[src/design/file_retention_table_assert.svh]
// Assertion macros for the file retention table.
// Used by file_retention_table.sv; expects clk and rst_n in scope.
`ifndef FILE_RETENTION_TABLE_ASSERT_SVH
`define FILE_RETENTION_TABLE_ASSERT_SVH

// Same-cycle implication.
`define FRT_ASSERT_NOW(lbl, ante, cons) \
    lbl: assert property (@(posedge clk) disable iff (!rst_n) (ante) |-> (cons)) \
        else $error("file_retention_table assertion failed");

// Next-cycle implication.
`define FRT_ASSERT_NEXT(lbl, ante, cons) \
    lbl: assert property (@(posedge clk) disable iff (!rst_n) (ante) |=> (cons)) \
        else $error("file_retention_table assertion failed");

`endif

[src/design/frt_pkg.sv]
// Shared types and constants of the file retention table.
// Used by frt_scan.sv and file_retention_table.sv.
`default_nettype none

package frt_pkg;

    localparam int CAPACITY = 256;
    localparam int SLOT_W = $clog2(CAPACITY);
    localparam int COUNT_W = $clog2(CAPACITY + 1);
    localparam int NUM_CAND = 7;

    localparam logic [1:0] TIER_RAW = 2'd0;
    localparam logic [1:0] TIER_SNAPSHOT = 2'd1;
    localparam logic [1:0] TIER_BOOKEND = 2'd2;

    localparam logic [2:0] ACT_FEED = 3'd0;
    localparam logic [2:0] ACT_UPDATE = 3'd1;
    localparam logic [2:0] ACT_DROP = 3'd2;
    localparam logic [2:0] ACT_PICK = 3'd3;
    localparam logic [2:0] ACT_PICK_RAW = 3'd4;

    localparam logic [2:0] ST_ADDED = 3'd0;
    localparam logic [2:0] ST_MERGED = 3'd1;
    localparam logic [2:0] ST_EVICTED = 3'd2;
    localparam logic [2:0] ST_REJECTED = 3'd3;
    localparam logic [2:0] ST_FOUND = 3'd4;
    localparam logic [2:0] ST_NO_VICTIM = 3'd5;
    localparam logic [2:0] ST_NOT_FOUND = 3'd6;
    localparam logic [2:0] ST_DONE = 3'd7;

    // Candidate classes tracked during a scan.
    localparam int C_ACKED = 0;
    localparam int C_TIER0 = 1;
    localparam int C_TIER1 = 2;
    localparam int C_TIER2 = 3;
    localparam int C_RAW_ACKED = 4;
    localparam int C_RAW_UNACKED = 5;
    localparam int C_INACTIVE = 6;

    typedef struct packed {
        logic [19:0] file_index;
        logic [1:0]  tier;
        logic        closed;
        logic        active;
        logic        known;
        logic [31:0] bytes;
    } entry_t;

    localparam int ENTRY_W = $bits(entry_t);

    typedef struct packed {
        logic                              found;
        logic [SLOT_W-1:0]                 found_slot;
        logic                              free_ok;
        logic [SLOT_W-1:0]                 free_slot;
        logic [NUM_CAND-1:0]               cand_ok;
        logic [NUM_CAND-1:0][SLOT_W-1:0]   cand_slot;
        logic [19:0]                       inactive_idx;
    } scan_res_t;

endpackage

`default_nettype wire

[src/design/frt_scan.sv]
// Scan unit: takes one entry per cycle while en is high and tracks matches and oldest candidates.
// Depends on frt_pkg.
`default_nettype none

module frt_scan (
    input  wire logic                      clk,
    input  wire logic                      rst_n,
    input  wire logic                      start,
    input  wire logic                      en,
    input  wire logic [frt_pkg::SLOT_W-1:0] slot,
    input  wire frt_pkg::entry_t           ent,
    input  wire logic                      ent_valid,
    input  wire logic [19:0]               key,
    input  wire logic signed [20:0]        acked,
    output frt_pkg::scan_res_t             res
);

    logic                                         found_reg;
    logic [frt_pkg::SLOT_W-1:0]                   found_slot_reg;
    logic                                         free_ok_reg;
    logic [frt_pkg::SLOT_W-1:0]                   free_slot_reg;
    logic [frt_pkg::NUM_CAND-1:0]                 ok_reg;
    logic [frt_pkg::NUM_CAND-1:0][frt_pkg::SLOT_W-1:0] slot_reg;
    logic [frt_pkg::NUM_CAND-1:0][19:0]           idx_reg;
    logic [frt_pkg::NUM_CAND-1:0]                 cond;
    logic                                         live;
    logic                                         is_acked;
    logic                                         is_raw;

    always_comb
    begin
        live = ent_valid && !ent.active;
        is_acked = $signed({1'b0, ent.file_index}) <= acked;
        is_raw = ent.tier == frt_pkg::TIER_RAW;
        cond[frt_pkg::C_ACKED] = live && is_acked;
        cond[frt_pkg::C_TIER0] = live && is_raw;
        cond[frt_pkg::C_TIER1] = live && (ent.tier == frt_pkg::TIER_SNAPSHOT);
        cond[frt_pkg::C_TIER2] = live && (ent.tier == frt_pkg::TIER_BOOKEND);
        cond[frt_pkg::C_RAW_ACKED] = live && is_raw && is_acked;
        cond[frt_pkg::C_RAW_UNACKED] = live && is_raw && !is_acked;
        cond[frt_pkg::C_INACTIVE] = live;
    end

    always_ff @(posedge clk or negedge rst_n)
    begin
        if (!rst_n)
        begin
            found_reg <= 1'b0;
            free_ok_reg <= 1'b0;
            ok_reg <= '0;
        end
        else if (start)
        begin
            found_reg <= 1'b0;
            free_ok_reg <= 1'b0;
            ok_reg <= '0;
        end
        else if (en)
        begin
            if (!found_reg && ent_valid && ent.file_index == key)
            begin
                found_reg <= 1'b1;
                found_slot_reg <= slot;
            end
            if (!free_ok_reg && !ent_valid)
            begin
                free_ok_reg <= 1'b1;
                free_slot_reg <= slot;
            end
            for (int k = 0; k < frt_pkg::NUM_CAND; k++)
            begin
                if (cond[k] && (!ok_reg[k] || ent.file_index < idx_reg[k]))
                begin
                    ok_reg[k] <= 1'b1;
                    slot_reg[k] <= slot;
                    idx_reg[k] <= ent.file_index;
                end
            end
        end
    end

    assign res.found = found_reg;
    assign res.found_slot = found_slot_reg;
    assign res.free_ok = free_ok_reg;
    assign res.free_slot = free_slot_reg;
    assign res.cand_ok = ok_reg;
    assign res.cand_slot = slot_reg;
    assign res.inactive_idx = idx_reg[frt_pkg::C_INACTIVE];

endmodule

`default_nettype wire

[config.mk]
export PLATFORM = sky130hd
export DESIGN_NAME = frt_scan
export DESIGN_NICKNAME = d
export VERILOG_FILES = /design/src/design/file_retention_table_assert.svh /design/src/design/frt_pkg.sv /design/src/design/frt_scan.sv
export SDC_FILE = /design/constraint.sdc
export NUM_CORES = 1
export LEC_CHECK = 0
export ABC_AREA = 1
export BUFFER_PORTS_ARGS = -buffer_cell sky130_fd_sc_hd__buf_2
export CORE_MARGIN = 4
export CORE_UTILIZATION = 55
export CTS_CLUSTER_SIZE = 20
export DETAILED_ROUTE_END_ITERATION = 10
export PLACE_DENSITY = 0.79
export SYNTH_ARGS = -nofsm -noshare
export SYNTH_HDL_FRONTEND = slang
export SYNTH_SLANG_ARGS = --single-unit
[constraint.sdc]
create_clock -name clk -period 3.32 [get_ports clk]
set_input_delay 0.664 -clock clk [delete_from_list [all_inputs] [get_ports clk]]
set_output_delay 0.664 -clock clk [all_outputs]
set_load 0.01 [all_outputs]
### Word level (Yosys, flattened, before mapping)

Index checks and enable logic that the tools add are counted.

| operators by class | value |
|---|---|
| reduce and logical (&&, ||, !) cells | 65 |
| mux-type cells | 15 |
| equality and inequality tests | 3 |
| order comparisons | 8 |
| bitwise operators | 1 |

Operators with widths:

| kind | count |
|---|---|
| $lt 20x20->1 | 7 |
| $reduce_and 4->1 | 9 |
| $le 21x21->1 | 1 |
| $eq 20x20->1 | 1 |
| $reduce_bool 2->1 | 10 |
| $reduce_and 2->1 | 9 |
| $logic_and 1x1->1 | 17 |
| $mux 7 | 2 |
| $mux 1 | 13 |
| $logic_not 1->1 | 12 |
| $logic_or 1x1->1 | 7 |
| $eq 2x1->1 const B | 1 |
| $eq 2x2->1 const B | 1 |
| $logic_not 2->1 | 1 |
| $not 1->1 | 1 |

| storage, ports and cells | value |
|---|---|
| input bits | 111 |
| register bits after elaboration | 221 |
| output and inout port bits | 101 |

### Logic depth before layout (Yosys ltp)

| logic depth | value |
|---|---|
| depth after elaboration | 8 |
| depth in mapped cells | 13 |
| gate-level depth less buffers | 13 |

### Least setup slack after synthesis

OpenSTA, ideal clock, no wires.

| timing path | value |
|---|---|
| path type | input-to-reg |
| start point | input port ent[46] in the netlist's numbering |
| end point | register idx_reg, in the netlist res[0], enable pin |
| arrival time | 2,872 ps |
| buffers on the path | 0 |
| stages | 8 |
| path slack | 25 ps |
| path through | ha_1 > a21oi_1 > nor2_1 > a211oi_1 > o21ai_0 > nand2_1 > nand3_1 > a21oi_1 |

| on the way | value |
|---|---|
| cells in the longest elaborated chain, start to end | 4 |

Ends and longest elaborated chain:

| what | line | text |
|---|---|---|
| from (decl) | frt_scan.sv:11 | `input wire frt_pkg::entry_t ent,` |
| $lt 20x20->1 | frt_scan.sv:72 | `if (cond[k] && (!ok_reg[k] \|\| ent.file_index < idx_reg[k]))` |
| $logic_or 1x1->1 | frt_scan.sv:72 |  |
| $logic_and 1x1->1 | frt_scan.sv:72 |  |
| $reduce_and 4->1 (no source line) | - |  |
| to (signal, indexed assignment) | frt_scan.sv:76 | `idx_reg[k] <= ent.file_index;` |
| to (decl) | frt_scan.sv:24 | `logic [frt_pkg::NUM_CAND-1:0][19:0] idx_reg;` |

No other way between the ends.
A chain may end at the register's enable or synchronous reset.

### Worst setup path after layout

| timing path | value |
|---|---|
| start point | input port ent[56] in the netlist's numbering |
| end point | register slot_reg, in the netlist res[21], enable pin |

| on the way | value |
|---|---|
| cells in the longest elaborated chain, start to end | 4 |
| elaborated cells between the ends (all ways) | 6 |
| classes of those cells | order compare: 2; reduce/logical: 4 |

Ends and longest elaborated chain:

| what | line | text |
|---|---|---|
| $le 21x21->1 / $lt 20x20->1 (equally long branches) | frt_scan.sv:33, frt_scan.sv:72 |  |
| $logic_and 1x1->1 / $logic_or 1x1->1 (equally long branches) | frt_scan.sv:35, frt_scan.sv:72 |  |
| $logic_and 1x1->1 (*) | frt_scan.sv:72 |  |
| $reduce_and 4->1 (no source line) (*) | - |  |
| to (signal, indexed assignment) | frt_scan.sv:75 | `slot_reg[k] <= slot;` |
| to (decl) | frt_scan.sv:23 | `logic [frt_pkg::NUM_CAND-1:0][frt_pkg::SLOT_W-1:0] slot_reg;` |

Mark *: on every way between the ends. The rest lies on a longest branch, timed or not.

==> impl_metrics.ini <==
[power_and_ir_drop]
p_per_area_mw_per_mm2 = 465
clkPwrFrac_pct = 42.4
leakage_nw = 6.22
swShare_pct = 22.1
netSwitchingPower_mw = 1.38
pwr-share-comb_pct = 8.0
pwr-share-seq_pct = 49.6
p_int_mw = 4.85
irDropWorstVdd_mv = 0.666

[sta]
fin_skew_ps = 14.6
finalCriticalPeriod_ps = 2490
maxSlewViolCount = 0
hold_viol_final = 0
relSlewSlack_pct = 68.9
fmax_ghz = 0.402
setup_viol_count_final = 0
fin_setup_tns_ps = 0
tightest_slew_ps = 463
rsz0062_at_grt = false
post-route-period-util_pct = 74.9

[floorplan]
coreArea_mm2 = 0.0202
die_w_um = 151
std_cell_rows = 52
initial_core_util_pct = 55.8
die_area_mm2 = 0.0229
die_h_um = 151
io_pins = 212

[clock_network]
cts_setup_buffers = 0
clockRootBuffer = clkbuf_16
cts.sinks = 221
insertion_delay_ps = 520
cts_resized = 0
cts_hold_buf = 1
cts_tree = yes
htree_levels = 1
cts_buffers = 24
cts_buffer_depth = 3
clk_pin_slew_ps = 60

[synth]
synth_fa_ha_area_share_pct = 17.0
synth-simple-area-share_pct = 9.27
synthXorXnorAreaFrac_pct = 0.854
muxShareOfSynthArea_pct = 0
post_synth.cell_area_avg_um2 = 11.4
async_reset_ff_share_pct = 4.07
yosysTopAreaCell = edfxtp_1
synth_edf_count = 212
ys_types = 32
synthesis.nets = 1251
synthTopCellsByArea = edfxtp_1 56%, ha_1 17%, inv_1 6.7%
syn_inst = 987
synth_warnings = 0
synth-seq-cells = 221
seq_area_frac_synth_pct = 58.4
synth_top_area_share_pct = 56.4
synth_top_flop_cell = edfxtp_1
synth_compound_area_share_pct = 6.13
netlist_area_mm2 = 0.0113
synth_top_family_by_area = adder cells

[routing]
wire_per_inst_um = 18.6
num_vias = 7667
ant_nets = 0
vias_per_cell = 5.20
drt_first_pass_iters = 5
drc_errors = 0
wirelength_um = 27500
dr.first_iter.drc_count = 455

[status]
run_status = complete, no violations

[grt]
grt_pass1_vias = 7911
antenna_found_initial = 3
grt_usage_pct = 24.4
grt_max_degree = 23
grt.overflow.total = 0
grt_first_pass_wirelength_um = 42000

[worst_setup_path]
cp_max_fo = 16
critPathRequiredTime_ps = 3530
critPathKind = input pin to flop
critPathArrivalTime_ps = 2700
reg2reg_slack_ps = 1000
cp-end-kind = flop
startpoint_type = input pin

[layout]
seq_area_mm2 = 0.00659
multi_input_area_mm2 = 0.00380
drive_gt1_share_pct = 21.0
synthToLayoutAreaGrowth_pct = 18.5
largest_register_ff_count = 120
fill_cells = 1454
instances_no_fill = 1474
antennaDiodeCount = 0
finalNetCount = 1453

[place]
io_buffers = 177
place_congestion = 0.834
hpwl_um = 19900
placed_cells = 1432

[job]
cap_violations = 0

[hold_path]
min_path_type = input pin to flop
## cell usage after synthesis, drive strengths merged (4+ instances only)
master	instances
inv	207
nand4	16
o21ai	24
xnor2	8
edfxtp	212
ha	153
a31oi	4
nor3	8
nand3	21
dfrtp	9
a21oi	80
o21a	4
nor2	55
nand2	144
buf	23
## area by class of cell
type                    instances  share of cell area [%]
repair buffers                199                    8.16
inverters                     207                    5.81
clock inverters                13                    1.03
flip-flops and latches        221                    49.3
well taps                     270                    2.53
clock buffers                  28                    4.76
multi-input cells             536                    28.4
## routing by layer
metal	vias up	track usage [%]	wire length [µm]
met5	-	0	27
met4	6	9.66	1180
met3	67	8.44	2710
met2	289	41.6	13300
met1	3570	28.3	10300
li1	3735	-	-
## power by group through the flow
stage	clock [mW]	sequential [mW]	combinational, mW
floorplan	0	3.15	0.248
global placement	0	3.14	0.470
detailed placement	0	3.14	0.495
CTS	2.67	3.09	0.502
global route	2.79	3.09	0.564
finish	2.64	3.09	0.497
## final timing paths
path                       depth (start not counted)           endpoint   startpoint
min reg2reg                                        2        free_ok_reg  free_ok_reg
max reg2reg                                       12            res[21]  idx_reg[15]
max in group asynchronous                          2          ok_reg[5]        rst_n
min in group asynchronous                          2          ok_reg[0]        rst_n
max                                               12            res[21]      ent[56]
min                                                1  found_slot_reg[1]      slot[1]
## kinds of logic after synthesis
family / Yosys count
AO/OA/AOI/OAI: 126
XOR/XNOR: 11
adder cells (fa/ha/maj): 153
buffers and inverters: 230
flip-flops: 221
AND/OR/NAND/NOR: 246
## placed cells by master, fill, tap and decap left out, types with 2 or more instances in the layout
cell type / n
edfxtp_1: 212
inv_1: 202
buf_2: 177
ha_1: 153
nand2_1: 140
a21oi_1: 73
nor2_1: 50
clkbuf_16: 25
nand3_1: 21
o21ai_0: 19
buf_4: 18
nand4_1: 15
dfrtp_1: 9
xnor2_1: 8
nor3_1: 7
clkinv_1: 6
inv_2: 5
o21ai_1: 5
nand2_2: 4
a21oi_4: 4
o21a_1: 4
a31oi_1: 4
xor2_1: 3
a22o_1: 3
o22ai_1: 3
a21o_1: 3
a21oi_2: 3
nor2_2: 3
o211ai_1: 3
clkbuf_1: 3
bufinv_16: 3
buf_12: 3
nand3b_1: 2
nor2_4: 2
clkinvlp_4: 2
clkinv_2: 2
## worst max-delay path: stages
cell     delay [ps]
buf_2           360
ha_1            330
nand2_1          90
inv_1            40
nand2_1          50
nand2_1          40
a21oi_1         190
nand3_1         230
a21oi_2         190
nand2_2          80
nor2_2          170
buf_4           250
## through the flow
step	util [%]	cell area [µm²]	setup WS (ps)	total power [mW]	hold WS, ps
floorplan	-	11300	25.5	3.39	368
global placement	62.2	12600	359	3.61	527
detailed placement	62.2	12600	325	3.64	536
CTS	66.1	13400	852	6.26	410
global route	66.1	13400	664	6.44	441
finish	66.1	13400	833	6.22	438
Note: power is estimated with default switching activity, not from simulation.
